### src/rtl/tpid_pkg.sv
// Shared constants, types and register indexes of the two-axis PID unit.
// Used by every file under rtl; depends on nothing.
package tpid_pkg;

	localparam int TOUCH_BITS  = 10;
	localparam int MOTOR_COUNT = 3;
	localparam int AXES        = 2;

	localparam int GAIN_W   = 24;
	localparam int CENTER_W = 10;
	localparam int TARGET_W = 10;
	localparam int POS_W    = 16;
	localparam int SGAIN_W  = 8;
	localparam int TLIM_W   = 15;
	localparam int SPEED_W  = 10;
	localparam int TILT_W   = 16;
	localparam int SUM_W    = 32;

	// Error is center minus touch minus target; two bits of headroom cover the sign and carry.
	localparam int ERR_W   = ((TOUCH_BITS > CENTER_W) ? TOUCH_BITS : CENTER_W) + 2;
	localparam int DER_W   = ERR_W + 1;
	localparam int SUMX_W  = SUM_W + 2;
	localparam int GAP_W   = POS_W;
	localparam int SPROD_W = GAP_W + SGAIN_W;
	localparam int SLEW_W  = SPROD_W + 2;
	localparam int PP_W    = GAIN_W + 1 + ERR_W;
	localparam int PI_W    = GAIN_W + 1 + SUM_W;
	localparam int PD_W    = GAIN_W + 1 + DER_W;
	localparam int ACC_W   = PI_W + 2;

	localparam int ROUND_SH   = 9;
	localparam int ROUND_HALF = 1 << (ROUND_SH - 1);
	localparam int SPEED_MAX  = 1000;

	localparam int CFG_IDX_W  = 3;
	localparam int CFG_DATA_W = GAIN_W;

	typedef enum logic [CFG_IDX_W-1:0] {
		CFG_GAIN_P,
		CFG_GAIN_I,
		CFG_GAIN_D,
		CFG_CENTER_X,
		CFG_CENTER_Y,
		CFG_SPEED_GAIN,
		CFG_TILT_LIMIT,
		CFG_SPEED_STEP
	} cfg_idx_t;

	localparam logic [GAIN_W-1:0]   RST_GAIN_P     = 24'd6711;
	localparam logic [GAIN_W-1:0]   RST_GAIN_I     = 24'd34;
	localparam logic [GAIN_W-1:0]   RST_GAIN_D     = 24'd117440;
	localparam logic [CENTER_W-1:0] RST_CENTER     = 10'd500;
	localparam logic [SGAIN_W-1:0]  RST_SPEED_GAIN = 8'd20;
	localparam logic [TLIM_W-1:0]   RST_TILT_LIMIT = 15'd8192;
	localparam logic [SPEED_W-1:0]  RST_SPEED_STEP = 10'd200;

	typedef logic [TOUCH_BITS-1:0]    touch_t;
	typedef logic signed [TARGET_W-1:0] target_t;
	typedef logic signed [POS_W-1:0]  pos_t;
	typedef logic signed [TILT_W-1:0] tilt_t;
	typedef logic [SPEED_W-1:0]       speed_t;
	typedef logic signed [ERR_W-1:0]  err_t;
	typedef logic signed [DER_W-1:0]  der_t;
	typedef logic signed [SUM_W-1:0]  sum_t;
	typedef logic signed [SUMX_W-1:0] sumx_t;
	typedef logic signed [POS_W:0]    gapd_t;
	typedef logic [SPROD_W-1:0]       sprod_t;
	typedef logic signed [SLEW_W-1:0] slew_t;
	typedef logic signed [PP_W-1:0]   pp_t;
	typedef logic signed [PI_W-1:0]   pi_t;
	typedef logic signed [PD_W-1:0]   pd_t;
	typedef logic signed [ACC_W-1:0]  acc_w_t;
	typedef logic signed [GAIN_W:0]   gain_sx_t;

	localparam sum_t SUM_MAX = 32'sh7fffffff;
	localparam sum_t SUM_MIN = 32'sh80000000;

	typedef struct packed {
		logic [GAIN_W-1:0]   gain_p;
		logic [GAIN_W-1:0]   gain_i;
		logic [GAIN_W-1:0]   gain_d;
		logic [CENTER_W-1:0] center_x;
		logic [CENTER_W-1:0] center_y;
		logic [SGAIN_W-1:0]  speed_gain;
		logic [TLIM_W-1:0]   tilt_limit;
		logic [SPEED_W-1:0]  speed_step_limit;
	} cfg_t;

	typedef struct packed {
		touch_t                    touch_x;
		touch_t                    touch_y;
		target_t                   target_x;
		target_t                   target_y;
		pos_t [MOTOR_COUNT-1:0]    now_pos;
		pos_t [MOTOR_COUNT-1:0]    goal_pos;
	} s1_item_t;

	typedef struct packed {
		logic                      nz;
		err_t [AXES-1:0]           err;
		sum_t [AXES-1:0]           sum;
		der_t [AXES-1:0]           der;
		sprod_t [MOTOR_COUNT-1:0]  sprod;
	} s2_front_t;

	typedef struct packed {
		logic                      nz;
		pp_t [AXES-1:0]            pp;
		pi_t [AXES-1:0]            pi;
		pd_t [AXES-1:0]            pd;
		speed_t [MOTOR_COUNT-1:0]  speed;
	} s3_prod_t;

	typedef struct packed {
		logic                      nz;
		acc_w_t [AXES-1:0]         acc;
		speed_t [MOTOR_COUNT-1:0]  speed;
	} s4_acc_t;

endpackage

### src/rtl/tpid_front.sv
// Input register and error stage: per-axis error, saturating running sum, derivative,
// and the motor position gap times speed gain. Depends on tpid_pkg.
module tpid_front (
	input  logic                 clk,
	input  logic                 arst_n,
	input  tpid_pkg::cfg_t       cfg,
	input  logic                 in_valid,
	input  tpid_pkg::s1_item_t   in_item,
	output logic                 in_ready,
	output logic                 valid_s2,
	output tpid_pkg::s2_front_t  front_s2,
	input  logic                 ready_s3
);

	logic                 valid_s1;
	tpid_pkg::s1_item_t   item_s1;
	logic                 ready_s2;
	logic                 load_s2;
	tpid_pkg::s2_front_t  front_d;

	tpid_pkg::err_t  last_err_q [tpid_pkg::AXES];
	tpid_pkg::sum_t  err_sum_q  [tpid_pkg::AXES];

	tpid_pkg::touch_t               touch  [tpid_pkg::AXES];
	logic [tpid_pkg::CENTER_W-1:0]  center [tpid_pkg::AXES];
	tpid_pkg::target_t              target [tpid_pkg::AXES];
	tpid_pkg::sumx_t                sum_x  [tpid_pkg::AXES];
	tpid_pkg::gapd_t                gap_d  [tpid_pkg::MOTOR_COUNT];
	tpid_pkg::gapd_t                gap_m  [tpid_pkg::MOTOR_COUNT];

	assign ready_s2 = !valid_s2 || ready_s3;
	assign in_ready = !valid_s1 || ready_s2;
	assign load_s2  = valid_s1 && ready_s2;

	always_comb begin
		touch[0]  = item_s1.touch_x;
		touch[1]  = item_s1.touch_y;
		center[0] = cfg.center_x;
		center[1] = cfg.center_y;
		target[0] = item_s1.target_x;
		target[1] = item_s1.target_y;
		front_d.nz = |item_s1.touch_x;
		for (int k = 0; k < tpid_pkg::AXES; k++) begin
			front_d.err[k] = tpid_pkg::err_t'(center[k]) - tpid_pkg::err_t'(touch[k])
				- tpid_pkg::err_t'(target[k]);
			sum_x[k] = tpid_pkg::sumx_t'(err_sum_q[k]) + tpid_pkg::sumx_t'($signed(front_d.err[k]))
				+ tpid_pkg::sumx_t'(last_err_q[k]);
			if (sum_x[k] > tpid_pkg::sumx_t'(tpid_pkg::SUM_MAX)) begin
				front_d.sum[k] = tpid_pkg::SUM_MAX;
			end else if (sum_x[k] < tpid_pkg::sumx_t'(tpid_pkg::SUM_MIN)) begin
				front_d.sum[k] = tpid_pkg::SUM_MIN;
			end else begin
				front_d.sum[k] = sum_x[k][tpid_pkg::SUM_W-1:0];
			end
			front_d.der[k] = tpid_pkg::der_t'($signed(front_d.err[k]))
				- tpid_pkg::der_t'(last_err_q[k]);
		end
		for (int m = 0; m < tpid_pkg::MOTOR_COUNT; m++) begin
			gap_d[m] = tpid_pkg::gapd_t'($signed(item_s1.now_pos[m]))
				- tpid_pkg::gapd_t'($signed(item_s1.goal_pos[m]));
			gap_m[m] = gap_d[m][tpid_pkg::POS_W] ? -gap_d[m] : gap_d[m];
			front_d.sprod[m] = tpid_pkg::sprod_t'(gap_m[m][tpid_pkg::GAP_W-1:0])
				* tpid_pkg::sprod_t'(cfg.speed_gain);
		end
	end

	always_ff @(posedge clk or negedge arst_n) begin
		if (!arst_n) begin
			valid_s1 <= 1'b0;
			valid_s2 <= 1'b0;
			for (int k = 0; k < tpid_pkg::AXES; k++) begin
				last_err_q[k] <= '0;
				err_sum_q[k]  <= '0;
			end
		end else begin
			if (in_ready) begin
				valid_s1 <= in_valid;
			end
			if (ready_s2) begin
				valid_s2 <= valid_s1;
			end
			// A sample with no ball leaves the loop state untouched.
			if (load_s2 && front_d.nz) begin
				for (int k = 0; k < tpid_pkg::AXES; k++) begin
					last_err_q[k] <= front_d.err[k];
					err_sum_q[k]  <= front_d.sum[k];
				end
			end
		end
	end

	always_ff @(posedge clk) begin
		if (in_valid && in_ready) begin
			item_s1 <= in_item;
		end
		if (load_s2) begin
			front_s2 <= front_d;
		end
	end

endmodule

### config.mk
export PLATFORM = sky130hd
export DESIGN_NAME = tpid_front
export DESIGN_NICKNAME = d
export VERILOG_FILES = /design/src/rtl/tpid_pkg.sv /design/src/rtl/tpid_front.sv
export SDC_FILE = /design/constraint.sdc
export NUM_CORES = 2
export LEC_CHECK = 0
export ABC_AREA = 1
export BUFFER_PORTS_ARGS = -buffer_cell sky130_fd_sc_hd__clkbuf_2
export CORE_MARGIN = 1
export CORE_UTILIZATION = 30
export DETAILED_ROUTE_END_ITERATION = 8
export PLACE_DENSITY = 0.51
export SLEW_MARGIN = 20
export SYNTH_ARGS = -nofsm -noshare
export SYNTH_HDL_FRONTEND = slang
export SYNTH_SLANG_ARGS = --single-unit
### constraint.sdc
create_clock -name clk -period 36 [get_ports clk]
set_clock_uncertainty 0.2 [all_clocks]
set_input_delay 1.8 -clock clk [delete_from_list [all_inputs] [get_ports clk]]
set_output_delay 1.8 -clock clk [all_outputs]
set_load 0.01 [all_outputs]
# == Yosys cells after proc, flatten, opt, wreduce, memory -nomap -nowiden ==
# Index checks and enable logic that the tools add are counted.
# word_totals
ff_bits,413
latchBits,0
mem_bits_rw,0
mem_bits_ro,0
out_inout_bits,189
memories,0
# classes
n_addsub,16
n_mul,3
n_div,0
n_lt_le_gt_ge,4
eq_ne,0
shifts,0
n_mux,7
bitwise_logic,0
reduce_logical,8
# op_table
op,count
$mux 32,4
$mul 16x9->24,3
$add 33x12->34,2
$gt 34x32->1 const B,2
$lt 34x32->1 const B,2
$add 32x12->33,2
$sub 16x16->17,3
$mux 16,3
$neg 16->16,3
$sub 12x12->13,2
$sub 11x10->12,2
$sub 10x10->11,2
$reduce_or 10->1,1
$logic_and 1x1->1,3
$logic_not 1->1,2
$logic_or 1x1->1,2

# == Longest topological paths before layout ==
# logic_depth
word_depth,7
mapped_depth,42

# == Worst setup path after synthesis ==
# Ideal clock, no wire load.
# synth_path
path_type,in2reg
from,in ready_s3
to,reg err_sum_q[0] (netlist bit)
setup_time_ns,0.066
arrival_time_ns,13.285
setup_slack_ns,22.449
cell_stages,7
path_buffers,1
cell_sequence,inv_1 > a21oi_1 > nand2_1 > inv_2 > buf_1 > nand3_1 > nand2_1
# synth_via
elab_chain_cells,3
# synth_rtl
element,line_no,rtl
from (decl),tpid_front.sv:12,input logic ready_s3
$logic_or 1x1->1,tpid_front.sv:31,assign ready_s2 = !valid_s2 || ready_s3;
$logic_and 1x1->1,tpid_front.sv:33,assign load_s2 = valid_s1 && ready_s2;
named net load_s2,tpid_front.sv:18,logic load_s2;
$logic_and 1x1->1,tpid_front.sv:83,if (load_s2 && front_d.nz) begin
"to (signal, indexed assignment)",tpid_front.sv:86,err_sum_q[k] <= front_d.sum[k];
to (decl),tpid_front.sv:22,tpid_pkg::sum_t err_sum_q [tpid_pkg::AXES];
# The timed path passes the listed nets, and every way through them passes these cells.
# A chain may end at the register's enable or synchronous reset.

==> run metrics <==
outcome=finished with violations; violated checks=DRC; post-CTS setup-driven buffer insertion count=0; worst-case clock buffer depth=3; starting utilization of the core area=30.3%; proportion of layout cells with a drive suffix above 1=10.7%; endpoint arrival time on the critical path=8.10 ns; clock transition at the registers of the reported paths=0.06 ns; Yosys Warn Count=0; DR iter-0 viols=1829; maximum capacitance violations=0; number of remaining DRC errors=20; Synth Flop Type=edfxtp_1; final weighted congestion in routability-driven placement=0.890; number of vias after detailed routing=31662; Vias per Instance=4.45; path type of the worst setup path=input port to register; Crit path max-delay family=simple AND/OR/NAND/NOR gates; setup repair after global routing missed its margin=no; Crit path largest cell delay=0.57 ns; flop and latch count out of synthesis=413; Post-Syn Instances=4946; Hold Violations, Final=0; clock tree from TritonCTS=built; final worst path period need=8.00 ns; cell types with the largest area share after synthesis=edfxtp_1 24%, fa_1 18%, nand2_1 12%; largest net degree at the start of global routing=80; total count of max-transition violations in the final report=0; final critical-path share of the clock period=22.2%; area of the die=0.137 mm^2; highest clock frequency the design can meet=0.125 GHz; Post-layout nets=6286; launch point of the worst path=cfg[33]; CTS Buf Count=52; worst hold path depth=2; root cell of the clock tree=clkbuf_16; Clk Latency, worst-skew pair=0.65 ns; CP Depth=36; Vert. Die Dim=370 um; global-route wire length before repair=171000 um; cts hold-fix bufs=0; count of port buffers added during placement=356; core area=0.134 mm^2; transition time at the pin with the least slew margin=1.13 ns; most repeated cell in the gate-level netlist after synthesis=nand2_1; normalized max-slew margin=23.9%; layout filler cell count=14080; post-synthesis instance area=0.0406 mm^2; Row Count=134; Most Frequent Cell on Critical Path=nand2_1; kind of start point of the critical path=input port; count of unique library cells instantiated by Yosys=57; worst r2r path cells=29; number of enable flip-flop cells after synthesis=323; overall global routing resource usage=15.7%; share of the synthesized area in the top cell type=23.9%; endpoint kind of the worst setup timing path=register; wire length reported by the detailed router=107000 um; WL/cell=15.1 um; leading cell types by count after synthesis=1272 x nand2_1, 1088 x inv_1, 378 x nor2_1; area growth from synthesis to final layout=13.9%; area leader, netlist=edfxtp_1; register area share after synthesis=29.4%; Synth async-reset ratio=21.8%; IO Pins=454; R2R Path Start=item_s1[80]; number of global-route vias before repair=30921; H-Tree Depth=2; cell with the largest stage delay on the worst path=nand2_2; dpl hpwl=86200 um; Required @ worst endpoint=36.10 ns; post-cts sizing count=0; final setup violating endpoints=0; Total Neg Setup Slack=0 ns; die extent in x=370 um; number of antenna violations at the first check in global routing=6; post-route antenna net violation count=0; overflow left after global routing=0; nets in the synthesized netlist=5930; clock sink total=413; WP buf/inv=5; maximum fanout along the worst path=34; number of optimization iterations in the first detailed-route pass=9; worst min-delay path startpoint=err_sum_q[17]; Tightest Hold Check Type=register to register; mean instance size in the synthesized netlist=8.21 um^2
-- worst register-to-register path: cells and delay by family (launching register included) --
kind	cells	cell delay, ns
fa+ha+maj	7	2.85
xor+xnor	1	0.65
simple gates	14	2.32
flops	1	0.35
compound gates	4	0.88
buf+inv	3	0.22
-- metrics by stage --
| step | setup WS (ns) | util [%] | std cells | instance area, um^2 | hold slack, ns |
|---|---|---|---|---|---|
| floorplan | 22.45 | - | 4946 | 40600 | 0.247 |
| global placement | 27.45 | 33.2 | 7016 | 44400 | 0.261 |
| detailed placement | 27.40 | 33.2 | 7016 | 44400 | 0.264 |
| CTS | 28.05 | 34.5 | 7113 | 46300 | 0.281 |
| global route | 27.33 | 34.5 | 7113 | 46300 | 0.297 |
| finish | 28.00 | 34.5 | 7114 | 46300 | 0.277 |
-- sequential cells by signal, summed over array words and instances, names as in the netlist --
name        flops
front_s2      187
item_s1       136
err_sum_q      64
last_err_q     24
valid_s1        1
valid_s2        1
-- layout make-up --
type / instances / area (um^2) / share of cell area (%)
multi-input combinational: 3336 / 24100 / 52.1
sequential: 413 / 12000 / 25.8
inverter: 1122 / 4220 / 9.12
tap: 1768 / 2210 / 4.78
timing repair buffer: 377 / 1940 / 4.20
clock buffer: 65 / 1410 / 3.05
clock inverter: 32 / 413 / 0.893
antenna: 1 / 2.50 / 0.00541
-- layout by cell type (no fill, tap or decap), types with 90 or more instances in the layout --
cell	synthesis	layout
ha_1	344	344
edfxtp_1	323	323
nand3_1	200	200
nor2_1	378	378
xor2_1	110	109
fa_1	375	375
dfrtp_1	90	90
inv_1	1088	1087
a21oi_1	238	237
o21ai_0	104	104
nand2_1	1272	1271
clkbuf_2	2	355
-- logic make-up after synthesis --
| logic type | after synthesis | share of synthesized area (%) |
|---|---|---|
| simple gates | 2005 | 20.1 |
| buf+inv | 1197 | 11.3 |
| fa+ha+maj | 719 | 29.1 |
| compound gates | 428 | 5.83 |
| flops | 413 | 29.4 |
| xor+xnor | 184 | 4.23 |
-- path summary, 6_finish.rpt --
check | end | slack, ns
setup / recovery | front_s2[148] | 28.00
setup reg to reg | front_s2[69] | 28.29
max in group asynchronous | err_sum_q[50] | 33.38
hold reg to reg | err_sum_q[17] | 0.28
hold / removal | err_sum_q[17] | 0.28
min in group asynchronous | last_err_q[9] | 0.94
-- layer usage --
metal  track usage (%)  routed length [um]  part of all wire, %
met4              3.74                2390                  2.2
met1              23.4               53700                   50
met2              23.4               45200                   42
met3              2.56                5740                  5.4
met5                 0                  43                0.040
Power is left out: the tool's default activity adds up to more than one toggle a clock period on the data nets, which glitch-free logic cannot reach.
