--- config.mk ---
export PLATFORM = sky130hd
export DESIGN_NAME = tpid_cfg
export DESIGN_NICKNAME = d
export VERILOG_FILES = /design/src/rtl/tpid_pkg.sv /design/src/rtl/tpid_cfg.sv
export SDC_FILE = /design/constraint.sdc
export NUM_CORES = 1
export LEC_CHECK = 0
export ABC_AREA = 0
export BUFFER_PORTS_ARGS = -buffer_cell sky130_fd_sc_hd__buf_2
export CAP_MARGIN = 20
export CORE_UTILIZATION = 45
export CTS_CLUSTER_DIAMETER = 30
export DETAILED_ROUTE_END_ITERATION = 8
export GPL_ROUTABILITY_DRIVEN = 0
export HOLD_SLACK_MARGIN = 0.08
export PLACE_DENSITY = 0.75
export SYNTH_ARGS = -nofsm -noshare
export SYNTH_HDL_FRONTEND = slang
export SYNTH_SLANG_ARGS = --single-unit
--- constraint.sdc ---
create_clock -name clk -period 0.8 [get_ports clk]
set_input_delay 0.08 -clock clk [delete_from_list [all_inputs] [get_ports clk]]
set_output_delay 0.08 -clock clk [all_outputs]
set_load 0.02 [all_outputs]
--- src/rtl/tpid_pkg.sv ---
// Shared constants, types and register indexes of the two-axis PID unit.
// Used by every file under rtl; depends on nothing.
package tpid_pkg;

	localparam int TOUCH_BITS  = 10;
	localparam int MOTOR_COUNT = 3;
	localparam int AXES        = 2;

	localparam int GAIN_W   = 24;
	localparam int CENTER_W = 10;
	localparam int TARGET_W = 10;
	localparam int POS_W    = 16;
	localparam int SGAIN_W  = 8;
	localparam int TLIM_W   = 15;
	localparam int SPEED_W  = 10;
	localparam int TILT_W   = 16;
	localparam int SUM_W    = 32;

	// Error is center minus touch minus target; two bits of headroom cover the sign and carry.
	localparam int ERR_W   = ((TOUCH_BITS > CENTER_W) ? TOUCH_BITS : CENTER_W) + 2;
	localparam int DER_W   = ERR_W + 1;
	localparam int SUMX_W  = SUM_W + 2;
	localparam int GAP_W   = POS_W;
	localparam int SPROD_W = GAP_W + SGAIN_W;
	localparam int SLEW_W  = SPROD_W + 2;
	localparam int PP_W    = GAIN_W + 1 + ERR_W;
	localparam int PI_W    = GAIN_W + 1 + SUM_W;
	localparam int PD_W    = GAIN_W + 1 + DER_W;
	localparam int ACC_W   = PI_W + 2;

	localparam int ROUND_SH   = 9;
	localparam int ROUND_HALF = 1 << (ROUND_SH - 1);
	localparam int SPEED_MAX  = 1000;

	localparam int CFG_IDX_W  = 3;
	localparam int CFG_DATA_W = GAIN_W;

	typedef enum logic [CFG_IDX_W-1:0] {
		CFG_GAIN_P,
		CFG_GAIN_I,
		CFG_GAIN_D,
		CFG_CENTER_X,
		CFG_CENTER_Y,
		CFG_SPEED_GAIN,
		CFG_TILT_LIMIT,
		CFG_SPEED_STEP
	} cfg_idx_t;

	localparam logic [GAIN_W-1:0]   RST_GAIN_P     = 24'd6711;
	localparam logic [GAIN_W-1:0]   RST_GAIN_I     = 24'd34;
	localparam logic [GAIN_W-1:0]   RST_GAIN_D     = 24'd117440;
	localparam logic [CENTER_W-1:0] RST_CENTER     = 10'd500;
	localparam logic [SGAIN_W-1:0]  RST_SPEED_GAIN = 8'd20;
	localparam logic [TLIM_W-1:0]   RST_TILT_LIMIT = 15'd8192;
	localparam logic [SPEED_W-1:0]  RST_SPEED_STEP = 10'd200;

	typedef logic [TOUCH_BITS-1:0]    touch_t;
	typedef logic signed [TARGET_W-1:0] target_t;
	typedef logic signed [POS_W-1:0]  pos_t;
	typedef logic signed [TILT_W-1:0] tilt_t;
	typedef logic [SPEED_W-1:0]       speed_t;
	typedef logic signed [ERR_W-1:0]  err_t;
	typedef logic signed [DER_W-1:0]  der_t;
	typedef logic signed [SUM_W-1:0]  sum_t;
	typedef logic signed [SUMX_W-1:0] sumx_t;
	typedef logic signed [POS_W:0]    gapd_t;
	typedef logic [SPROD_W-1:0]       sprod_t;
	typedef logic signed [SLEW_W-1:0] slew_t;
	typedef logic signed [PP_W-1:0]   pp_t;
	typedef logic signed [PI_W-1:0]   pi_t;
	typedef logic signed [PD_W-1:0]   pd_t;
	typedef logic signed [ACC_W-1:0]  acc_w_t;
	typedef logic signed [GAIN_W:0]   gain_sx_t;

	localparam sum_t SUM_MAX = 32'sh7fffffff;
	localparam sum_t SUM_MIN = 32'sh80000000;

	typedef struct packed {
		logic [GAIN_W-1:0]   gain_p;
		logic [GAIN_W-1:0]   gain_i;
		logic [GAIN_W-1:0]   gain_d;
		logic [CENTER_W-1:0] center_x;
		logic [CENTER_W-1:0] center_y;
		logic [SGAIN_W-1:0]  speed_gain;
		logic [TLIM_W-1:0]   tilt_limit;
		logic [SPEED_W-1:0]  speed_step_limit;
	} cfg_t;

	typedef struct packed {
		touch_t                    touch_x;
		touch_t                    touch_y;
		target_t                   target_x;
		target_t                   target_y;
		pos_t [MOTOR_COUNT-1:0]    now_pos;
		pos_t [MOTOR_COUNT-1:0]    goal_pos;
	} s1_item_t;

	typedef struct packed {
		logic                      nz;
		err_t [AXES-1:0]           err;
		sum_t [AXES-1:0]           sum;
		der_t [AXES-1:0]           der;
		sprod_t [MOTOR_COUNT-1:0]  sprod;
	} s2_front_t;

	typedef struct packed {
		logic                      nz;
		pp_t [AXES-1:0]            pp;
		pi_t [AXES-1:0]            pi;
		pd_t [AXES-1:0]            pd;
		speed_t [MOTOR_COUNT-1:0]  speed;
	} s3_prod_t;

	typedef struct packed {
		logic                      nz;
		acc_w_t [AXES-1:0]         acc;
		speed_t [MOTOR_COUNT-1:0]  speed;
	} s4_acc_t;

endpackage

--- src/rtl/tpid_cfg.sv ---
// Configuration register file: gains, pad centers and limits, written by index.
// Depends on tpid_pkg.
module tpid_cfg (
	input  logic                                clk,
	input  logic                                arst_n,
	input  logic                                cfg_we,
	input  logic [tpid_pkg::CFG_IDX_W-1:0]      cfg_index,
	input  logic [tpid_pkg::CFG_DATA_W-1:0]     cfg_wdata,
	output tpid_pkg::cfg_t                      cfg
);

	tpid_pkg::cfg_t cfg_q;

	always_ff @(posedge clk or negedge arst_n) begin
		if (!arst_n) begin
			cfg_q.gain_p           <= tpid_pkg::RST_GAIN_P;
			cfg_q.gain_i           <= tpid_pkg::RST_GAIN_I;
			cfg_q.gain_d           <= tpid_pkg::RST_GAIN_D;
			cfg_q.center_x         <= tpid_pkg::RST_CENTER;
			cfg_q.center_y         <= tpid_pkg::RST_CENTER;
			cfg_q.speed_gain       <= tpid_pkg::RST_SPEED_GAIN;
			cfg_q.tilt_limit       <= tpid_pkg::RST_TILT_LIMIT;
			cfg_q.speed_step_limit <= tpid_pkg::RST_SPEED_STEP;
		end else if (cfg_we) begin
			case (tpid_pkg::cfg_idx_t'(cfg_index))
				tpid_pkg::CFG_GAIN_P: begin
					cfg_q.gain_p <= cfg_wdata[tpid_pkg::GAIN_W-1:0];
				end
				tpid_pkg::CFG_GAIN_I: begin
					cfg_q.gain_i <= cfg_wdata[tpid_pkg::GAIN_W-1:0];
				end
				tpid_pkg::CFG_GAIN_D: begin
					cfg_q.gain_d <= cfg_wdata[tpid_pkg::GAIN_W-1:0];
				end
				tpid_pkg::CFG_CENTER_X: begin
					cfg_q.center_x <= cfg_wdata[tpid_pkg::CENTER_W-1:0];
				end
				tpid_pkg::CFG_CENTER_Y: begin
					cfg_q.center_y <= cfg_wdata[tpid_pkg::CENTER_W-1:0];
				end
				tpid_pkg::CFG_SPEED_GAIN: begin
					cfg_q.speed_gain <= cfg_wdata[tpid_pkg::SGAIN_W-1:0];
				end
				tpid_pkg::CFG_TILT_LIMIT: begin
					cfg_q.tilt_limit <= cfg_wdata[tpid_pkg::TLIM_W-1:0];
				end
				tpid_pkg::CFG_SPEED_STEP: begin
					cfg_q.speed_step_limit <= cfg_wdata[tpid_pkg::SPEED_W-1:0];
				end
				default: begin
				end
			endcase
		end
	end

	assign cfg = cfg_q;

endmodule

* Word-level counts from Yosys, hierarchy flattened
Index checks and enable logic that the tools add are counted.
Storage, ports and cells: register bits after elaboration 125, input port bits 30, output and inout port bits 125, word-level logic and storage cells 24
Cells by class: equal/unequal tests 7, reductions and logical operators 9
Operator list (count):
- AND reduction 2 bit | 8
- == test 3 bit (second input constant) | 4
- == test 3 x 2 -> 1 bit (second input constant) | 2
- == test 3 x 1 -> 1 bit (second input constant) | 1
- logical NOT 3 bit | 1

* Logic depth before layout (Yosys ltp)
Gate-level depths: netlist of run 1.
depth after elaboration 2, mapped depth 5, mapped depth without buffers 2

* Least setup slack after synthesis of run 1
No wires, ideal clock.
kind in2reg, from in cfg_index[0] (netlist bit), to reg cfg_q, in the netlist cfg[115], arrival 1.182 ns, setup slack -0.506 ns, cell stages on the path 4, path buffers 2, cells stage by stage buf_2 nor4b_4 buf_6 mux2_2
On the way: cells in the longest elaborated chain, start to end 2
Ends and longest elaborated chain:
- start: declaration | RTL line tpid_cfg.sv:7 | input logic [tpid_pkg::CFG_IDX_W-1:0] cfg_index,
- logical NOT 3 bit | RTL line tpid_cfg.sv:25 | case (tpid_pkg::cfg_idx_t'(cfg_index))
- AND reduction 2 bit (no line)
- end: declaration | RTL line tpid_cfg.sv:12 | tpid_pkg::cfg_t cfg_q;
No other way between the ends. A chain may end at the register's enable or synchronous reset.

* Worst setup path in the final report of run 1
from reg cfg_q, in the netlist cfg[113], to out cfg[113] (netlist bit)
RTL lines:
- end: declaration | RTL line tpid_cfg.sv:9 | output tpid_pkg::cfg_t cfg
No word-level cell between the ends.

==> results of run 1 <==
## synthesized netlist by cell type, drive strengths merged
cell / n
nor4b: 1
buf: 15
dfstp: 35
mux2: 125
dfrtp: 90
nand4b: 3
nand4: 1
nor4bb: 3
## layout by cell type, fill, tap and decap left out
cell / instances
buf_6: 186
dfrtp_1: 89
mux2_4: 79
mux2_2: 46
dfstp_2: 35
buf_4: 26
dlygate4sd3_1: 25
buf_2: 24
clkbuf_16: 16
buf_12: 12
buf_16: 4
nor4bb_4: 3
clkbuf_8: 3
bufinv_16: 3
clkinv_4: 3
clkinv_2: 3
nand4b_1: 2
inv_6: 2
clkinvlp_4: 2
nor4b_4: 1
nand4b_2: 1
nand4_1: 1
dfrtp_2: 1
## where the power goes
group	switching, mW	internal [mW]	leakage (nW)
logic	3.85	5.69	2.42
clock network	3.04	4.93	0.295
registers	1.34	8.03	1.45
total	8.23	18.6	4.17
## what timing repair did
action                                 in CTS  in global routing
setup endpoints to repair                 155                204
endpoints found under the hold margin     250                  8
buffers inserted                           54                 41
pin swaps                                   2                  2
cloned                                      4                  0
resized for setup                         268                 65
## cell families after synthesis
logic type | count (synthesis) | share of synthesized area
muxes | 125 | 0.2942
DFF | 125 | 0.6629
buffers and inverters | 15 | 0.02353
and+or+nand+nor | 8 | 0.01935
## stage by stage
| step | setup WS [ps] | hold WS [ps] | TNS [ps] |
|---|---|---|---|
| 6_report | -480.1 | 1.884 | -53400 |
| 2_1_floorplan | -461.1 | -215.6 | -39300 |
| 5_1_grt | -513.4 | -5.959 | -58380 |
| 4_1_cts | -480.2 | -13.36 | -51200 |
| 3_3_place_gp | -539.7 | -11.72 | -59850 |
| 3_5_place_dp | -573.6 | -15.32 | -62920 |
## worst paths after layout
kind	start	cells after the start	endpoint	slack (ps)
min in group clk	cfg_index[1]	4	cfg[36]	100
max in group asynchronous	arst_n	3	cfg[45]	220
min reg2reg	cfg[18]	1	cfg[18]	530
max	cfg[113]	1	cfg[113]	-480
min	arst_n	2	cfg[66]	2
max reg2reg	cfg[91]	3	cfg[91]	-250
## cell type report
cell class                      count  area [um2]  area share
Timing Repair Buffer              277        3010      0.3421
Clock buffer                       19       441.7     0.05018
Multi-Input combinational cell    133        1842      0.2093
Clock inverter                     13       163.9     0.01862
Sequential cell                   125        3173      0.3605
Tap cell                          136       170.2     0.01933
## metal layers
layer	track usage	vias up
met3	0.06363	42
met4	0.1227	0
li1	-	1535
met5	0	-
met2	0.5246	153
met1	0.3431	1891
==> flow_summary.ini, run 1 <==
[status]
outcome = finished with violations
failed_checks = negative setup slack

[logic_synthesis]
synth_warn = 0
netlist_top_cells_area = dfrtp_1 (47%), mux2_2 (29%), dfstp_2 (19%)
synth_top_area_cell = dfrtp_1
mappedNetlistNets = 303
netlist.area_leader.share = 0.4707
syn-instance-count = 273
syn_avg_cell_area_um2 = 17.53
mappedNetlistArea_um2 = 4785
library_cells_used_by_synthesis = 11
ys_seq_elements = 125
synth-seq-area-share = 0.6629

[critical_path]
critical-path-top-delay-family = flip-flops
crit_chain = buf_6
slowest_cell_on_crit_path = dfstp_2
crit_fanout = 2
combined_buffer_and_inverter_count_along_the_critical_path = 1
critPathLaunchType = flip-flop
timing.setup.critical_path_class = flip-flop to primary output
critPathRequiredTime_ps = 720
timing.critical_path.to_type = primary output
worst_ep_arrival_time_ps = 1200
worst_path_largest_cell_delay_ps = 560

[routing]
met2RoutedLength_um = 9260
drt_iter0_markers = 176
drt.antenna.violating_nets = 0
drt_pass1_iterations = 4
route.layer.met1.wl_um = 6413
drc = 0
met3_wirelength_um = 675
route.vias.total = 3621
drt-wirelength-per-cell_um = 24.22
highest-signal-layer = met4
route.final.wire_length_um = 17030
routed_via_density = 5.151

[clock_tree]
clk_pin_slew_worst_paths_ps = 60
cts-root-buf = clkbuf_8
cts.hold.buffers_added = 25
clk_path_buf_depth = 2
number_of_buffers_inserted_during_clock_tree_synthesis = 17
clkLatencyLatePin_ps = 510
cts_tree = yes
htreeDepth = 4
cts.sinks = 125

[global_routing]
vias_in_the_first_global_route = 3873
grt_overflow = 0
grt_start_max_net_pins = 36
antenna_found_initial = 0
global_route_wire_length_before_repair_um = 23580
grt_total_usage = 0.2945

[sta]
timing.clock.skew_ps = 0
finalSetupViolations = 194
max_slew_margin = 0.7816
period_needed_ps = 1280
slew_at_the_pin_closest_to_its_max_slew_limit_ps = 327.6
final-hold-violation-count = 0
timing.final.max_slew_violations = 0
post-route-worst-setup-slack_ps = -480.1
max_clock_freq_ghz = 0.7812
grt_setup_unrepaired = true
period_share = 1.600

[placed_design]
portBuffers = 154
dpl.hpwl_um = 7564
place_area_um2 = 6226
place.detailed.instances = 568

[floorplanning]
initial_core_util = 0.4635
coreArea_um2 = 10320
die_area_um2 = 11050
pin_count = 155
die_height_um = 105.1
die_w_um = 105.1
floorplan.rows = 37

[final_layout]
fin_util = 0.8525
fraction_of_layout_instances_using_a_drive_strength_above_1 = 0.7937
final_cells = 703
design.final.nets = 584
n_fill_cell = 430
largest_reg_flops = 125
antenna_cells_inserted = 0
areaGrowthSynthToFinish_pct = 83.94
layout.cell_area.non_filler_um2 = 8801

[job]
maxCapViolations = 0

[min_path]
hp-class = input port to asynchronous set/reset pin

[power_and_ir_drop]
p_total_mw = 26.88
cellLeakagePower_nw = 4.166
power_density_nw_per_um2 = 3054
vdd_drop_max_uv = 1867
Note: power is estimated with default switching activity, not from simulation.
==> inputs of run 2 (changes only) <==
==> constraint.sdc (replaced) <==
create_clock -name clk -period 0.8 [get_ports clk]
set_input_delay 0.16 -clock clk [delete_from_list [all_inputs] [get_ports clk]]
set_output_delay 0.16 -clock clk [all_outputs]
set_load 0.02 [all_outputs]
==> run 2 against run 1 <==
Utilization grew 3.0 points. Critical path depth did not move. Highest routed layer unchanged. Critical endpoint is now cfg[64]. Worst setup slack got worse by 110 ps. Sequential power grew 0.6%. Non-clock buffer count up 16. Global-route usage up 2.2 points. The flow still finishes with violations (negative setup slack). Sequential share of layout area is 1.2 points lower.
==> flow_summary.ini, run 2 (synthesis gave the netlist of run 1 again) <==
[final_layout]
design.final.nets = 600
largest_reg_flops = 125
final_cells = 719
areaGrowthSynthToFinish_pct = 90.43
fin_util = 0.8826
fraction_of_layout_instances_using_a_drive_strength_above_1 = 0.7976
antenna_cells_inserted = 0
layout.cells.most_common_list = buf_6 (194), mux2_4 (94), dfrtp_1 (90)
most_common_cell_after_layout_fill_and_taps_aside = buf_6

[status]
failed_checks = negative setup slack
outcome = finished with violations

[routing]
drt-wirelength-per-cell_um = 26.38
drt_iter0_markers = 249
route.vias.total = 3847
routed_via_density = 5.350
drc = 0
route.final.wire_length_um = 18960
drt.antenna.violating_nets = 0
drt_pass1_iterations = 4

[global_routing]
grt_total_usage = 0.3161
grt_start_max_net_pins = 60
grt_overflow = 0
vias_in_the_first_global_route = 4104
global_route_wire_length_before_repair_um = 25010
antenna_found_initial = 0

[clock_tree]
htreeDepth = 4
clkLatencyLatePin_ps = 530
number_of_buffers_inserted_during_clock_tree_synthesis = 17
clk_path_buf_depth = 2
clk_pin_slew_worst_paths_ps = 70
cts_tree = yes
cts.sinks = 125
cts-root-buf = clkbuf_8

[critical_path]
critical-path-top-delay-family = flip-flops
crit_chain = buf_6
slowest_cell_on_crit_path = dfstp_2
critPathRequiredTime_ps = 640
worst_ep_arrival_time_ps = 1230
worst_path_largest_cell_delay_ps = 570
crit_fanout = 2
timing.critical_path.to_type = primary output
critPathLaunchType = flip-flop
combined_buffer_and_inverter_count_along_the_critical_path = 1
timing.setup.critical_path_class = flip-flop to primary output

[sta]
timing.final.max_slew_violations = 0
finalSetupViolations = 212
slew_at_the_pin_closest_to_its_max_slew_limit_ps = 326.3
final-hold-violation-count = 0
period_needed_ps = 1392
timing.clock.skew_ps = 0
grt_setup_unrepaired = true
period_share = 1.740
max_slew_margin = 0.7825
max_clock_freq_ghz = 0.7182
post-route-worst-setup-slack_ps = -592.3

[placed_design]
place.detailed.instances = 564
portBuffers = 154
dpl.hpwl_um = 7363

[floorplanning]
floorplan.rows = 37
die_height_um = 105.1
die_area_um2 = 11050
die_w_um = 105.1
initial_core_util = 0.4635
pin_count = 155
coreArea_um2 = 10320

[min_path]
hp-class = input port to flip-flop

[power_and_ir_drop]
vdd_drop_max_uv = 1840
cellLeakagePower_nw = 4.344
p_total_mw = 27.84
power_density_nw_per_um2 = 3056

[job]
maxCapViolations = 0
==> run 2: through the flow <==
stage	setup TNS, ps	setup slack [ps]	instance area, um2	hold WS, ps
3_5_place_dp	-69980	-635.9	6158	148.4
2_1_floorplan	-49300	-541.1	5130	-135.6
6_report	-68600	-592.3	9111	157.2
4_1_cts	-62520	-572.0	8672	142.3
5_1_grt	-73060	-617.1	9111	147.4
3_3_place_gp	-66780	-608.3	6158	156.3
==> run 2: what timing repair did <==
action,in CTS,in global routing
endpoints found under the hold margin,250,0
hold buffers,25,0
endpoints found under the setup margin,206,200
cloned,8,0
gates resized for setup,308,65
buffers inserted,57,54
pin swaps,4,2
==> run 2: worst paths after layout <==
path                               from  endpoint  slack, ps  cells after the start
setup / recovery                cfg[64]   cfg[64]       -590                      1
hold / removal             cfg_index[1]   cfg[38]        160                      4
setup reg to reg                cfg[71]   cfg[71]       -280                      3
hold reg to reg                 cfg[43]   cfg[43]        540                      1
max in group asynchronous        arst_n   cfg[45]        220                      3
min in group asynchronous        arst_n   cfg[65]        210                      3
==> run 2: power by group <==
part | switching (mW) | internal [mW] | total (mW) | leakage (nW)
Clock | 3.29 | 5.12 | 8.41 | 0.296
Sequential | 1.41 | 8.03 | 9.43 | 1.45
Combinational | 4.02 | 5.97 | 10.0 | 2.60
==> run 2: worst min-delay path, cell delays in order <==
cell	delay, ps
buf_12	110
nor4bb_4	50
buf_6	140
mux2_4	190
==> run 2: layout make-up <==
cell class                 count  area, um2
multi-input combinational    133       1898
sequential                   125       3172
clock buffer                  17      414.1
fill                         368       1212
timing repair buffer         293       3248
tap                          136      170.2
clock inverter                15      209.0
==> run 2: routing by layer <==
metal,global-route usage,routed length [um]
met1,0.3460,6949
met3,0.08796,1115
met4,0.1358,800
met5,0,0
met2,0.5714,10100
