--- src/rtl/tpid_pkg.sv ---
// Shared constants, types and register indexes of the two-axis PID unit.
// Used by every file under rtl; depends on nothing.
package tpid_pkg;

	localparam int TOUCH_BITS  = 10;
	localparam int MOTOR_COUNT = 3;
	localparam int AXES        = 2;

	localparam int GAIN_W   = 24;
	localparam int CENTER_W = 10;
	localparam int TARGET_W = 10;
	localparam int POS_W    = 16;
	localparam int SGAIN_W  = 8;
	localparam int TLIM_W   = 15;
	localparam int SPEED_W  = 10;
	localparam int TILT_W   = 16;
	localparam int SUM_W    = 32;

	// Error is center minus touch minus target; two bits of headroom cover the sign and carry.
	localparam int ERR_W   = ((TOUCH_BITS > CENTER_W) ? TOUCH_BITS : CENTER_W) + 2;
	localparam int DER_W   = ERR_W + 1;
	localparam int SUMX_W  = SUM_W + 2;
	localparam int GAP_W   = POS_W;
	localparam int SPROD_W = GAP_W + SGAIN_W;
	localparam int SLEW_W  = SPROD_W + 2;
	localparam int PP_W    = GAIN_W + 1 + ERR_W;
	localparam int PI_W    = GAIN_W + 1 + SUM_W;
	localparam int PD_W    = GAIN_W + 1 + DER_W;
	localparam int ACC_W   = PI_W + 2;

	localparam int ROUND_SH   = 9;
	localparam int ROUND_HALF = 1 << (ROUND_SH - 1);
	localparam int SPEED_MAX  = 1000;

	localparam int CFG_IDX_W  = 3;
	localparam int CFG_DATA_W = GAIN_W;

	typedef enum logic [CFG_IDX_W-1:0] {
		CFG_GAIN_P,
		CFG_GAIN_I,
		CFG_GAIN_D,
		CFG_CENTER_X,
		CFG_CENTER_Y,
		CFG_SPEED_GAIN,
		CFG_TILT_LIMIT,
		CFG_SPEED_STEP
	} cfg_idx_t;

	localparam logic [GAIN_W-1:0]   RST_GAIN_P     = 24'd6711;
	localparam logic [GAIN_W-1:0]   RST_GAIN_I     = 24'd34;
	localparam logic [GAIN_W-1:0]   RST_GAIN_D     = 24'd117440;
	localparam logic [CENTER_W-1:0] RST_CENTER     = 10'd500;
	localparam logic [SGAIN_W-1:0]  RST_SPEED_GAIN = 8'd20;
	localparam logic [TLIM_W-1:0]   RST_TILT_LIMIT = 15'd8192;
	localparam logic [SPEED_W-1:0]  RST_SPEED_STEP = 10'd200;

	typedef logic [TOUCH_BITS-1:0]    touch_t;
	typedef logic signed [TARGET_W-1:0] target_t;
	typedef logic signed [POS_W-1:0]  pos_t;
	typedef logic signed [TILT_W-1:0] tilt_t;
	typedef logic [SPEED_W-1:0]       speed_t;
	typedef logic signed [ERR_W-1:0]  err_t;
	typedef logic signed [DER_W-1:0]  der_t;
	typedef logic signed [SUM_W-1:0]  sum_t;
	typedef logic signed [SUMX_W-1:0] sumx_t;
	typedef logic signed [POS_W:0]    gapd_t;
	typedef logic [SPROD_W-1:0]       sprod_t;
	typedef logic signed [SLEW_W-1:0] slew_t;
	typedef logic signed [PP_W-1:0]   pp_t;
	typedef logic signed [PI_W-1:0]   pi_t;
	typedef logic signed [PD_W-1:0]   pd_t;
	typedef logic signed [ACC_W-1:0]  acc_w_t;
	typedef logic signed [GAIN_W:0]   gain_sx_t;

	localparam sum_t SUM_MAX = 32'sh7fffffff;
	localparam sum_t SUM_MIN = 32'sh80000000;

	typedef struct packed {
		logic [GAIN_W-1:0]   gain_p;
		logic [GAIN_W-1:0]   gain_i;
		logic [GAIN_W-1:0]   gain_d;
		logic [CENTER_W-1:0] center_x;
		logic [CENTER_W-1:0] center_y;
		logic [SGAIN_W-1:0]  speed_gain;
		logic [TLIM_W-1:0]   tilt_limit;
		logic [SPEED_W-1:0]  speed_step_limit;
	} cfg_t;

	typedef struct packed {
		touch_t                    touch_x;
		touch_t                    touch_y;
		target_t                   target_x;
		target_t                   target_y;
		pos_t [MOTOR_COUNT-1:0]    now_pos;
		pos_t [MOTOR_COUNT-1:0]    goal_pos;
	} s1_item_t;

	typedef struct packed {
		logic                      nz;
		err_t [AXES-1:0]           err;
		sum_t [AXES-1:0]           sum;
		der_t [AXES-1:0]           der;
		sprod_t [MOTOR_COUNT-1:0]  sprod;
	} s2_front_t;

	typedef struct packed {
		logic                      nz;
		pp_t [AXES-1:0]            pp;
		pi_t [AXES-1:0]            pi;
		pd_t [AXES-1:0]            pd;
		speed_t [MOTOR_COUNT-1:0]  speed;
	} s3_prod_t;

	typedef struct packed {
		logic                      nz;
		acc_w_t [AXES-1:0]         acc;
		speed_t [MOTOR_COUNT-1:0]  speed;
	} s4_acc_t;

endpackage

--- src/rtl/tpid_out_if.sv ---
// Command channel: valid/ready handshake carrying tilt commands, motor speeds and ball status.
// Depends on tpid_pkg for field widths.
interface tpid_out_if;
	logic              valid;
	logic              ready;
	tpid_pkg::tilt_t   tilt_x;
	tpid_pkg::tilt_t   tilt_y;
	tpid_pkg::speed_t  speed_a;
	tpid_pkg::speed_t  speed_b;
	tpid_pkg::speed_t  speed_c;
	logic              ball_seen;

	modport source (output valid, tilt_x, tilt_y, speed_a, speed_b, speed_c, ball_seen,
		input ready);
	modport sink (input valid, tilt_x, tilt_y, speed_a, speed_b, speed_c, ball_seen,
		output ready);
endinterface

--- src/rtl/tpid_out.sv ---
// Sum of the three gain terms, tilt clamp and rounding to Q1.15, held tilt,
// ball-detect flags and the command output register. Depends on tpid_pkg and tpid_out_if.
module tpid_out (
	input  logic                clk,
	input  logic                arst_n,
	input  tpid_pkg::cfg_t      cfg,
	input  logic                valid_s3,
	input  tpid_pkg::s3_prod_t  prod_s3,
	output logic                ready_s4,
	tpid_out_if.source          command
);

	logic                valid_s4;
	tpid_pkg::s4_acc_t   acc_s4;
	tpid_pkg::s4_acc_t   acc_d;
	logic                ready_o;
	logic                load_s4;
	logic                load_o;
	logic                out_valid_q;

	tpid_pkg::acc_w_t    lim;
	tpid_pkg::acc_w_t    clip  [tpid_pkg::AXES];
	tpid_pkg::acc_w_t    rnd   [tpid_pkg::AXES];
	tpid_pkg::tilt_t     tilt_n [tpid_pkg::AXES];
	tpid_pkg::tilt_t     tilt_hold_q [tpid_pkg::AXES];
	tpid_pkg::tilt_t     tilt_q [tpid_pkg::AXES];
	tpid_pkg::speed_t    speed_q [tpid_pkg::MOTOR_COUNT];
	logic                seen_q;
	logic                prior_zero_q;
	logic                seen_n;
	logic                ball_q;

	assign ready_o  = !out_valid_q || command.ready;
	assign ready_s4 = !valid_s4 || ready_o;
	assign load_s4  = valid_s3 && ready_s4;
	assign load_o   = valid_s4 && ready_o;

	always_comb begin
		acc_d.nz    = prod_s3.nz;
		acc_d.speed = prod_s3.speed;
		for (int k = 0; k < tpid_pkg::AXES; k++) begin
			acc_d.acc[k] = tpid_pkg::acc_w_t'($signed(prod_s3.pp[k]))
				+ tpid_pkg::acc_w_t'($signed(prod_s3.pi[k]))
				+ tpid_pkg::acc_w_t'($signed(prod_s3.pd[k]));
		end
	end

	always_comb begin
		lim = tpid_pkg::acc_w_t'({cfg.tilt_limit, {tpid_pkg::ROUND_SH{1'b0}}});
		for (int k = 0; k < tpid_pkg::AXES; k++) begin
			clip[k] = $signed(acc_s4.acc[k]);
			if (clip[k] < -lim) begin
				clip[k] = -lim;
			end else if (clip[k] > lim) begin
				clip[k] = lim;
			end
			// Arithmetic shift floors, so adding half an LSB first rounds half up.
			rnd[k] = (clip[k] + tpid_pkg::acc_w_t'(tpid_pkg::ROUND_HALF)) >>> tpid_pkg::ROUND_SH;
			tilt_n[k] = acc_s4.nz ? rnd[k][tpid_pkg::TILT_W-1:0] : tilt_hold_q[k];
		end
		// Detection drops only on the second zero sample in a row.
		if (acc_s4.nz) begin
			seen_n = 1'b1;
		end else if (prior_zero_q) begin
			seen_n = 1'b0;
		end else begin
			seen_n = seen_q;
		end
	end

	always_ff @(posedge clk or negedge arst_n) begin
		if (!arst_n) begin
			valid_s4     <= 1'b0;
			out_valid_q  <= 1'b0;
			seen_q       <= 1'b0;
			prior_zero_q <= 1'b0;
			for (int k = 0; k < tpid_pkg::AXES; k++) begin
				tilt_hold_q[k] <= '0;
			end
		end else begin
			if (ready_s4) begin
				valid_s4 <= valid_s3;
			end
			if (ready_o) begin
				out_valid_q <= valid_s4;
			end
			if (load_o) begin
				seen_q       <= seen_n;
				prior_zero_q <= !acc_s4.nz;
				for (int k = 0; k < tpid_pkg::AXES; k++) begin
					tilt_hold_q[k] <= tilt_n[k];
				end
			end
		end
	end

	always_ff @(posedge clk) begin
		if (load_s4) begin
			acc_s4 <= acc_d;
		end
		if (load_o) begin
			ball_q <= seen_n;
			for (int k = 0; k < tpid_pkg::AXES; k++) begin
				tilt_q[k] <= tilt_n[k];
			end
			for (int m = 0; m < tpid_pkg::MOTOR_COUNT; m++) begin
				speed_q[m] <= acc_s4.speed[m];
			end
		end
	end

	assign command.valid     = out_valid_q;
	assign command.tilt_x    = tilt_q[0];
	assign command.tilt_y    = tilt_q[1];
	assign command.speed_a   = speed_q[0];
	assign command.speed_b   = speed_q[1];
	assign command.speed_c   = speed_q[2];
	assign command.ball_seen = ball_q;

endmodule

--- src/flat_wrapper.sv ---
// flat-port wrapper written by rule: the top's interface ports become plain ports
module tpid_out_flat 
  (clk, arst_n, cfg, valid_s3, prod_s3, ready_s4, command_valid, command_tilt_x, command_tilt_y, command_speed_a, command_speed_b, command_speed_c, command_ball_seen, command_ready);
  tpid_out_if command_i ();
  input  logic clk;
  input  logic arst_n;
  input  tpid_pkg::cfg_t cfg;
  input  logic valid_s3;
  input  tpid_pkg::s3_prod_t prod_s3;
  output logic ready_s4;
  output wire logic [$bits(command_i.valid)-1:0] command_valid;
  output wire logic [$bits(command_i.tilt_x)-1:0] command_tilt_x;
  output wire logic [$bits(command_i.tilt_y)-1:0] command_tilt_y;
  output wire logic [$bits(command_i.speed_a)-1:0] command_speed_a;
  output wire logic [$bits(command_i.speed_b)-1:0] command_speed_b;
  output wire logic [$bits(command_i.speed_c)-1:0] command_speed_c;
  output wire logic [$bits(command_i.ball_seen)-1:0] command_ball_seen;
  input wire logic [$bits(command_i.ready)-1:0] command_ready;
  assign command_valid = command_i.valid;
  assign command_tilt_x = command_i.tilt_x;
  assign command_tilt_y = command_i.tilt_y;
  assign command_speed_a = command_i.speed_a;
  assign command_speed_b = command_i.speed_b;
  assign command_speed_c = command_i.speed_c;
  assign command_ball_seen = command_i.ball_seen;
  assign command_i.ready = command_ready;
  tpid_out u_core (.clk(clk), .arst_n(arst_n), .cfg(cfg), .valid_s3(valid_s3), .prod_s3(prod_s3), .ready_s4(ready_s4), .command(command_i));
endmodule
--- config.mk ---
export PLATFORM = sky130hd
export DESIGN_NAME = tpid_out_flat
export DESIGN_NICKNAME = d
export VERILOG_FILES = /design/src/rtl/tpid_pkg.sv /design/src/rtl/tpid_out_if.sv /design/src/rtl/tpid_out.sv /design/src/flat_wrapper.sv
export SDC_FILE = /design/constraint.sdc
export NUM_CORES = 1
export LEC_CHECK = 0
export ABC_CLOCK_PERIOD_IN_PS = 5810
export BUFFER_PORTS_ARGS = -buffer_cell sky130_fd_sc_hd__buf_4
export CORE_MARGIN = 4
export CORE_UTILIZATION = 30
export CTS_CLUSTER_SIZE = 10
export DETAILED_ROUTE_END_ITERATION = 8
export GPL_TIMING_DRIVEN = 0
export SYNTH_ARGS = -nofsm -noshare
export SYNTH_HDL_FRONTEND = slang
export SYNTH_SLANG_ARGS = --single-unit
export TNS_END_PERCENT = 30
--- constraint.sdc ---
create_clock -name clk -period 5.81 [get_ports clk]
set_input_delay 0.8715 -clock clk [delete_from_list [all_inputs] [get_ports clk]]
set_output_delay 0.8715 -clock clk [all_outputs]
set_load 0.01 [all_outputs]
After elaboration in Yosys (flattened, before gate mapping)

Memories as Yosys holds them, arrays and structs flattened.
Cells that the tools add are included.

Flip-flop bits (word level): 186
Bits in writable memories: 62
Bits of input ports: 424
Output and inout bits: 65
Logic and storage cells: 43
Memories: 2

Memories:

| name           | words | bits a word | rd ports | clocked after Yosys merged registers in | wr ports | line           | RTL |
|---|---|---|---|---|---|---|---|
| u_core.tilt_q  | 2     | 16          | 2        | 0                                       | 2        | tpid_out.sv:26 | `tpid_pkg::tilt_t tilt_q [tpid_pkg::AXES];` |
| u_core.speed_q | 3     | 10          | 3        | 0                                       | 3        | tpid_out.sv:27 | `tpid_pkg::speed_t speed_q [tpid_pkg::MOTOR_COUNT];` |

Add/subtract/negate cells: 7
$lt $le $gt $ge: 4
Muxes and demuxes: 10
Reduce and logical (&&, ||, !) cells: 7

Operator list:

| operator                                       | number |
|---|---|
| adder 58 x 38 -> 59 bit                        | 2 |
| > comparator 59 x 25 -> 1 bit                  | 2 |
| less-than comparator 59 bit                    | 2 |
| adder 37 x 57 -> 58 bit                        | 2 |
| two-way mux 25 bit                             | 4 |
| negation 24 -> 59 bit                          | 1 |
| adder 25 x 10 -> 25 bit, second input constant | 2 |
| two-way mux 16 bit                             | 2 |
| two-way mux 1 bit                              | 4 |
| zero test 1 bit                                | 3 |
| logical AND 1 bit                              | 2 |
| logical OR 1 bit                               | 2 |

Logic depth before layout (Yosys ltp)

Gate-level depths: netlist of the first run.

Word-level depth: 5
Gate-level depth with buffers: 31
Mapped depth without buffers: 26

Least setup slack after synthesis of the first run

No wires, ideal clock.

Path type: input to register
Start: in cfg[11] (netlist bit)
End: mem u_core.tilt_q[0][15] (netlist bit), data pin
Setup time: 0.269 ns
Arrival: 7.043 ns
Data required time: 5.541 ns
Slack: -1.502 ns
Cell stages on the path: 29
Buffers on the path: 5
Cells stage by stage: clkbuf_1 inv_1 ha_1 clkbuf_1 and2_1 clkbuf_1 nand2_1 nor4_1 ha_1 a21oi_1 o21ai_0 o21ai_0 nand3_1 a311o_1 or3_1 clkbuf_1 a21oi_1 nand2_1 o21ai_0 ha_1 clkbuf_1 nand2_1 nor4_1 nand2_1 nor3_1 o22ai_1 nor4_1 mux2i_1 o21ai_0

RTL lines:

| element     | line              | RTL |
|---|---|---|
| from (decl) | flat_wrapper.sv:7 | `input tpid_pkg::cfg_t cfg;` |
| to (decl)   | tpid_out.sv:26    |  |

==> results.ini, run 1 <==
[clock_tree]
clk_path_buf_depth=3
root_buffer=clkbuf_16
cts_tree=done
cts_buffers=29
clk_pin_slew_ps=60
cts.sinks=248
worstSkewPairLatency_ps=590
h-tree-depth=1

[pwr]
power_frac_comb_pct=42.5
powerDensity_mw_per_mm2=270
p_sw_share_pct=36.3
peakVddDrop_uv=258
leakagePower_nw=11.8
pwr-share-clk_pct=21.9
sequentialPowerShare_pct=35.5
p_switching_w=0.00273
power.internal_w=0.00479
power.total_w=0.00752

[setup_path]
critical_path_class=in2reg
path_delay_family=simple AND/OR/NAND/NOR gates
critPathSlowestCell=or3_4
cp.arrival_ps=5950
crit_fanout=8
path_buf_inv=5
start_kind=input pin
setup.worst_path.end_class=flop
cpPeakStageDelay_ps=440
crit_required_ps=6100
r2r_slack_ps=820

[final_layout]
mostFrequentLayoutCells=buf_4, ha_1, edfxtp_1, a21oi_1, nand2_1
fin_area_mm2=0.0279
syn_to_final_growth_pct=27.2
final_net_count=3422
fin_cells=3606
post_route_cells_drive_above_1_share_pct=22.4
final_common_cell=buf_4

[global_routing]
grt_use_total_pct=15.4
first_global_vias=18100
grt_pass1_wl_um=98200
gr-total-overflow=0
antenna_found_initial=4
grt_start_max_net_pins=72

[die]
chipHeight_um=278
die_area_mm2=0.0775
chipWidth_um=278
rows=98
initial_core_util_pct=30.5
ios=489
core_mm2=0.0720

[yosys]
synthArstFlopShare_pct=14.5
syn_nets=2965
synth_warnings=0
synth-seq-area-share_pct=33.2
synth_area_per_cell_um2=10.1
ys_ff_latch=248
synth_edf_count=212
ys.flop_type=edfxtp_1
synth_cell_types=80
syn-cell-area_mm2=0.0219
syn_inst=2177

[route]
drt-met1-wl_um=27400
dr.max_layer_used=met5
drtIter0Drc=1087
first_pass_iters=6
wl_met3_um=3580
viasPerCell=5.02
route.detailed.drc=0
wl_um=62600
routedWlPerCell_um=17.3
ant_nets=0
wl_met2_um=30100
vias=18100

[placed_design]
dpl.hpwl_um=51100
dpl_cell_area_mm2=0.0262
dp_slack_ps=-1870
io_buffers=373
placedCellCount=3503
gp_congestion=0.913

[sta]
fin_ws_ps=151
timing.setup.tns_ps=0
finalSetupViolations=0
rsz0062_at_grt=true
drv_slew=0
hold_viol_final=0
fin_crit_ps=5660
slew_headroom_pct=37.9
skew_ps=22.7
max_freq_ghz=0.177
post-route-period-util_pct=97.4
worst_pin_slew_ps=932

[job]
cap_violations=0

[min_path]
hold_class=in2async

[run_status]
status=completed

## power groups by stage
stage | clock network, W | logic [W] | registers [W]
after global routing | 0.00180 | 0.00362 | 0.00271
after global placement | 0 | 0.00311 | 0.00272
after floorplan | 0 | 0.00217 | 0.00265
after detailed placement | 0 | 0.00314 | 0.00271
final | 0.00165 | 0.00320 | 0.00267
after CTS | 0.00171 | 0.00319 | 0.00268
## state kept, by name, indices dropped and copies added (netlist names)
signal,count
u_core.command.valid,1
u_core.speed_q,30
u_core.command.ball_seen,1
u_core.tilt_q,32
u_core.valid_s4,1
u_core.prior_zero_q,1
u_core.seen_q,1
u_core.acc_s4,149
u_core.tilt_hold_q,32
## Yosys cell counts, types with 8 or more instances
master	number	area [µm²]
o21bai_1	17	128
nand3_1	67	335
edfxtp_1	212	6370
o31a_1	8	70.1
xor2_1	44	385
a21o_1	93	698
mux2i_1	17	170
and3_1	14	87.6
mux2_2	24	270
a21oi_1	200	1000
or2_2	10	62.6
nand4_1	50	313
clkbuf_1	59	221
ha_1	248	3100
nor4_1	38	238
fa_1	116	2320
nor2b_1	18	113
nor3_1	50	250
o31ai_1	10	75.1
nand2b_1	18	113
nand2_1	174	653
and2_1	21	131
a31oi_1	15	93.8
inv_1	84	315
o21a_1	16	120
a221oi_1	15	131
xnor2_1	100	876
o21ai_0	126	631
o211ai_1	9	67.6
dfrtp_1	36	901
a211oi_1	17	128
nor2_1	134	503
a21boi_0	11	82.6
## final timing paths
path | from | endpoint | depth (start not counted)
worst max-delay path | cfg[10] | u_core.tilt_q[0][15] | 29
worst min-delay path | arst_n | u_core.tilt_hold_q[0] | 1
worst max register to register | u_core.acc_s4[41] | u_core.tilt_q[0][15] | 20
worst min register to register | u_core.acc_s4[26] | u_core.speed_q[0][26] | 0
max in group asynchronous | arst_n | u_core.valid_s4 | 1
min in group clk | u_core.acc_s4[26] | u_core.speed_q[0][26] | 0
## kinds of logic (layout without fill, tap and decap cells)
group | after synthesis | count (layout) | synth area share, %
compound gates | 601 | 601 | 17.5
mux | 43 | 43 | 2.14
buf+inv | 152 | 626 | 2.67
other cells | 0 | 4 | 0
xor+xnor | 144 | 144 | 5.75
fa+ha+maj | 364 | 364 | 24.8
flops | 248 | 248 | 33.2
simple gates | 625 | 626 | 14.0
## per-stage QoR
stage / util (%) / hold slack, ps
after floorplan: - / 400
after global placement: 36.3 / 401
after detailed placement: 36.4 / 405
after CTS: 38.3 / 241
after global routing: 38.7 / 271
final: 38.7 / 266
## timing repair
action                     CTS  global route
pin swaps                   26            33
cloned                       0             1
setup endpoints to repair   56            27
setup buffers               34            17
hold buffers                 0             0
gates resized for setup     60            38
## metal layers
metal	GRT usage [%]	vias to the layer above
met2	26.5	458
met5	0	-
met4	3.09	2
met3	2.57	89
li1	-	9053
met1	20.7	8512
## cell type report
type                       instances  area (µm²)
antenna                            4        10.0
multi-input combinational       1778       14600
fill                            7206       44100
clock buffer                      46         811
buffer                            65         314
tap                              950        1190
sequential                       248        7270
inverter                          85         339
clock inverter                     3        27.5
timing repair buffer             427        3340
Note: power is estimated with default switching activity, not from simulation.
==> run 2: changes to the inputs <==
--- a/config.mk
+++ b/config.mk
@@ -7,11 +7,15 @@
 export LEC_CHECK = 0
 export ABC_CLOCK_PERIOD_IN_PS = 5810
 export BUFFER_PORTS_ARGS = -buffer_cell sky130_fd_sc_hd__buf_4
+export CELL_PAD_IN_SITES_DETAIL_PLACEMENT = 1
+export CELL_PAD_IN_SITES_GLOBAL_PLACEMENT = 1
 export CORE_MARGIN = 4
-export CORE_UTILIZATION = 30
+export CORE_UTILIZATION = 32
 export CTS_CLUSTER_SIZE = 10
 export DETAILED_ROUTE_END_ITERATION = 8
 export GPL_TIMING_DRIVEN = 0
+export PLACE_DENSITY_LB_ADDON = 0.1
+export REMOVE_ABC_BUFFERS = 1
 export SYNTH_ARGS = -nofsm -noshare
 export SYNTH_HDL_FRONTEND = slang
 export SYNTH_SLANG_ARGS = --single-unit
==> run 2 against run 1 <==
Compared with the run above: the run now ends with setup timing left; via count increased by 1.2%; die area down 6.1%; core utilization increased by 2.2 points; combinational power up 2%; largest cell class unchanged; power grew 0.92%; critical path depth down 4; sequential power barely moved; fmax decreased by 2.9%; largest power group unchanged; critical path type unchanged; non-clock buffer count down 48; clock power hardly changed; register-to-register slack about the same.
==> results.ini, run 2 (synthesized netlist as in run 1, its figures left out) <==
[run_status]
status=complete, but fails checks
violations=setup timing

[setup_path]
cpPeakStageDelay_ps=440  ; about the same
crit_required_ps=6210  ; +110 ps
critical_path_class=in2reg
r2r_slack_ps=830  ; about the same
crit_fanout=6  ; -2
setup.worst_path.end_class=flop
critPathSlowestCell=or3_4
path_buf_inv=2  ; -3
cp.arrival_ps=6230  ; +280 ps
path_delay_family=simple AND/OR/NAND/NOR gates
crit_path_frequent_cell=nor4_4
start_kind=input pin

[route]
drtIter0Drc=773  ; -29%
route.detailed.drc=0  ; unchanged
vias=18300  ; +1.2%
ant_nets=0  ; unchanged
first_pass_iters=5  ; -1
wl_um=67700  ; +8.2%
routedWlPerCell_um=19.5  ; +12%
viasPerCell=5.27  ; +4.9%

[die]
chipWidth_um=270  ; -3.1%
chipHeight_um=270  ; -3.1%
rows=95  ; -3.1%
die_area_mm2=0.0728  ; -6.1%
core_mm2=0.0675  ; -6.2%
initial_core_util_pct=32.5  ; +2.0 points
ios=489  ; unchanged

[sta]
finalSetupViolations=2  ; +2
rsz0062_at_grt=true
slew_headroom_pct=25.9  ; -12 points
fin_ws_ps=-18.7  ; -170 ps
skew_ps=23.3  ; +0.578 ps
max_freq_ghz=0.172  ; -2.9%
post-route-period-util_pct=100  ; +2.9 points
fin_crit_ps=5830  ; +170 ps
drv_slew=0  ; unchanged
worst_pin_slew_ps=1110  ; +175 ps
timing.setup.tns_ps=-31.5  ; -31.5 ps
hold_viol_final=0  ; unchanged

[final_layout]
post_route_cells_drive_above_1_share_pct=23.2  ; +0.83 points
top_register=u_core.acc_s4
n_antenna_cell=0  ; -4
multiInputGateArea_mm2=0.0146  ; +0.31%
reg_top3=u_core.acc_s4 (149), u_core.tilt_hold_q (32), u_core.tilt_q (32)
largest_reg_flops=149  ; unchanged
final_common_cell=buf_4
fin_cells=3477  ; -3.6%
fillers=7616  ; +5.7%
ff_latch_area_mm2=0.00727  ; unchanged
mostFrequentLayoutCells=buf_4, ha_1, edfxtp_1, a21oi_1, nand2_1
final_net_count=3375  ; -1.4%
syn_to_final_growth_pct=26.2

[global_routing]
grt_pass1_wl_um=108000  ; +9.8%
grt_start_max_net_pins=68  ; -5.6%
grt_use_total_pct=17.8  ; +2.4 points
gr-total-overflow=0  ; unchanged
first_global_vias=19900  ; +9.6%
antenna_found_initial=2  ; -2

[placed_design]
gp_congestion=0.873  ; -4.3%
dp_slack_ps=-3530  ; -1660 ps
io_buffers=378  ; +1.3%
dpl.hpwl_um=55500  ; +8.5%
placedCellCount=3373  ; -3.7%

[pwr]
peakVddDrop_uv=215  ; -17%
powerDensity_mw_per_mm2=274  ; +1.7%
power.internal_w=0.00480  ; +0.18%
sequentialPowerShare_pct=35.4  ; about the same
pwr-share-clk_pct=21.6  ; -0.3 points
p_sw_share_pct=36.7  ; +0.46 points
leakagePower_nw=11.8  ; about the same
power_frac_comb_pct=43.0  ; +0.5 points
p_switching_w=0.00279  ; +2.2%

[clock_tree]
worstSkewPairLatency_ps=570  ; -20 ps
clk_pin_slew_ps=60  ; about the same
clk_path_buf_depth=3  ; unchanged
root_buffer=clkbuf_16
cts_tree=done
h-tree-depth=1  ; unchanged
cts.sinks=248  ; unchanged
hold_buffers=0  ; unchanged
cts_buffers=30  ; +3.4%

[job]
cap_violations=0  ; unchanged

[min_path]
hold_class=in2async

run 2: changes by cell type in the layout (fill, tap and decap cells not counted), sizes merged:
| cell | previous run | this run |
|---|---|---|
| buf | 438 | 444 |
| clkinvlp | 4 | 5 |
| clkbuf | 100 | 42 |
| nand2 | 174 | 175 |
| or3 | 6 | 5 |
| clkinv | 3 | 6 |
| diode | 4 | 0 |
run 2: final cells by class:
class / count / area share [%]
clock inverter: 7 / 0.163
clock buffer: 42 / 2.88
sequential: 248 / 26.3
timing repair buffer: 444 / 12.6
tap: 873 / 3.95
inverter: 85 / 1.22
multi-input combinational: 1778 / 52.9
run 2: per-stage QoR:
step	instance area [µm²]	utilization, %	hold WS, ps	power (W)
after floorplan	21700	-	400	0.00479
after global placement	25600	37.9	400	0.00583
after detailed placement	25800	38.2	405	0.00593
after CTS	27100	40.1	252	0.00765
after global routing	27700	41.0	269	0.00819
final	27700	41.0	251	0.00759
run 2: routing by layer:
metal	wire length, µm	track usage (%)
met1	30500	23.6
met2	33900	31.8
met3	2040	1.88
met4	1240	3.58
met5	24	0
run 2: path summary, 6_finish.rpt:
| path | startpoint | depth (start not counted) | to |
|---|---|---|---|
| worst min register to register | u_core.acc_s4[28] | 0 | u_core.speed_q[0][28] |
| worst max-delay path | cfg[13] | 25 | u_core.tilt_hold_q[31] |
| worst min-delay path | arst_n | 1 | u_core.tilt_hold_q[1] |
| worst max register to register | u_core.acc_s4[41] | 20 | u_core.tilt_hold_q[31] |
| max in group asynchronous | arst_n | 1 | u_core.tilt_hold_q[16] |
| min in group clk | u_core.acc_s4[28] | 0 | u_core.speed_q[0][28] |
run 2: power groups by stage:
stage	Clock (W)	Combinational, W	Sequential (W)
floorplan	0	0.00213	0.00266
global placement	0	0.00310	0.00273
detailed placement	0	0.00321	0.00272
CTS	0.00170	0.00326	0.00269
global route	0.00178	0.00369	0.00273
finish	0.00164	0.00327	0.00269
run 2: repair_timing:
item                                    in CTS  in global routing
gates cloned                                 0                  1
gates resized for setup                     60                 53
buffers inserted                            15                 38
endpoints found under the setup margin      64                 32
pin swaps                                   12                 39
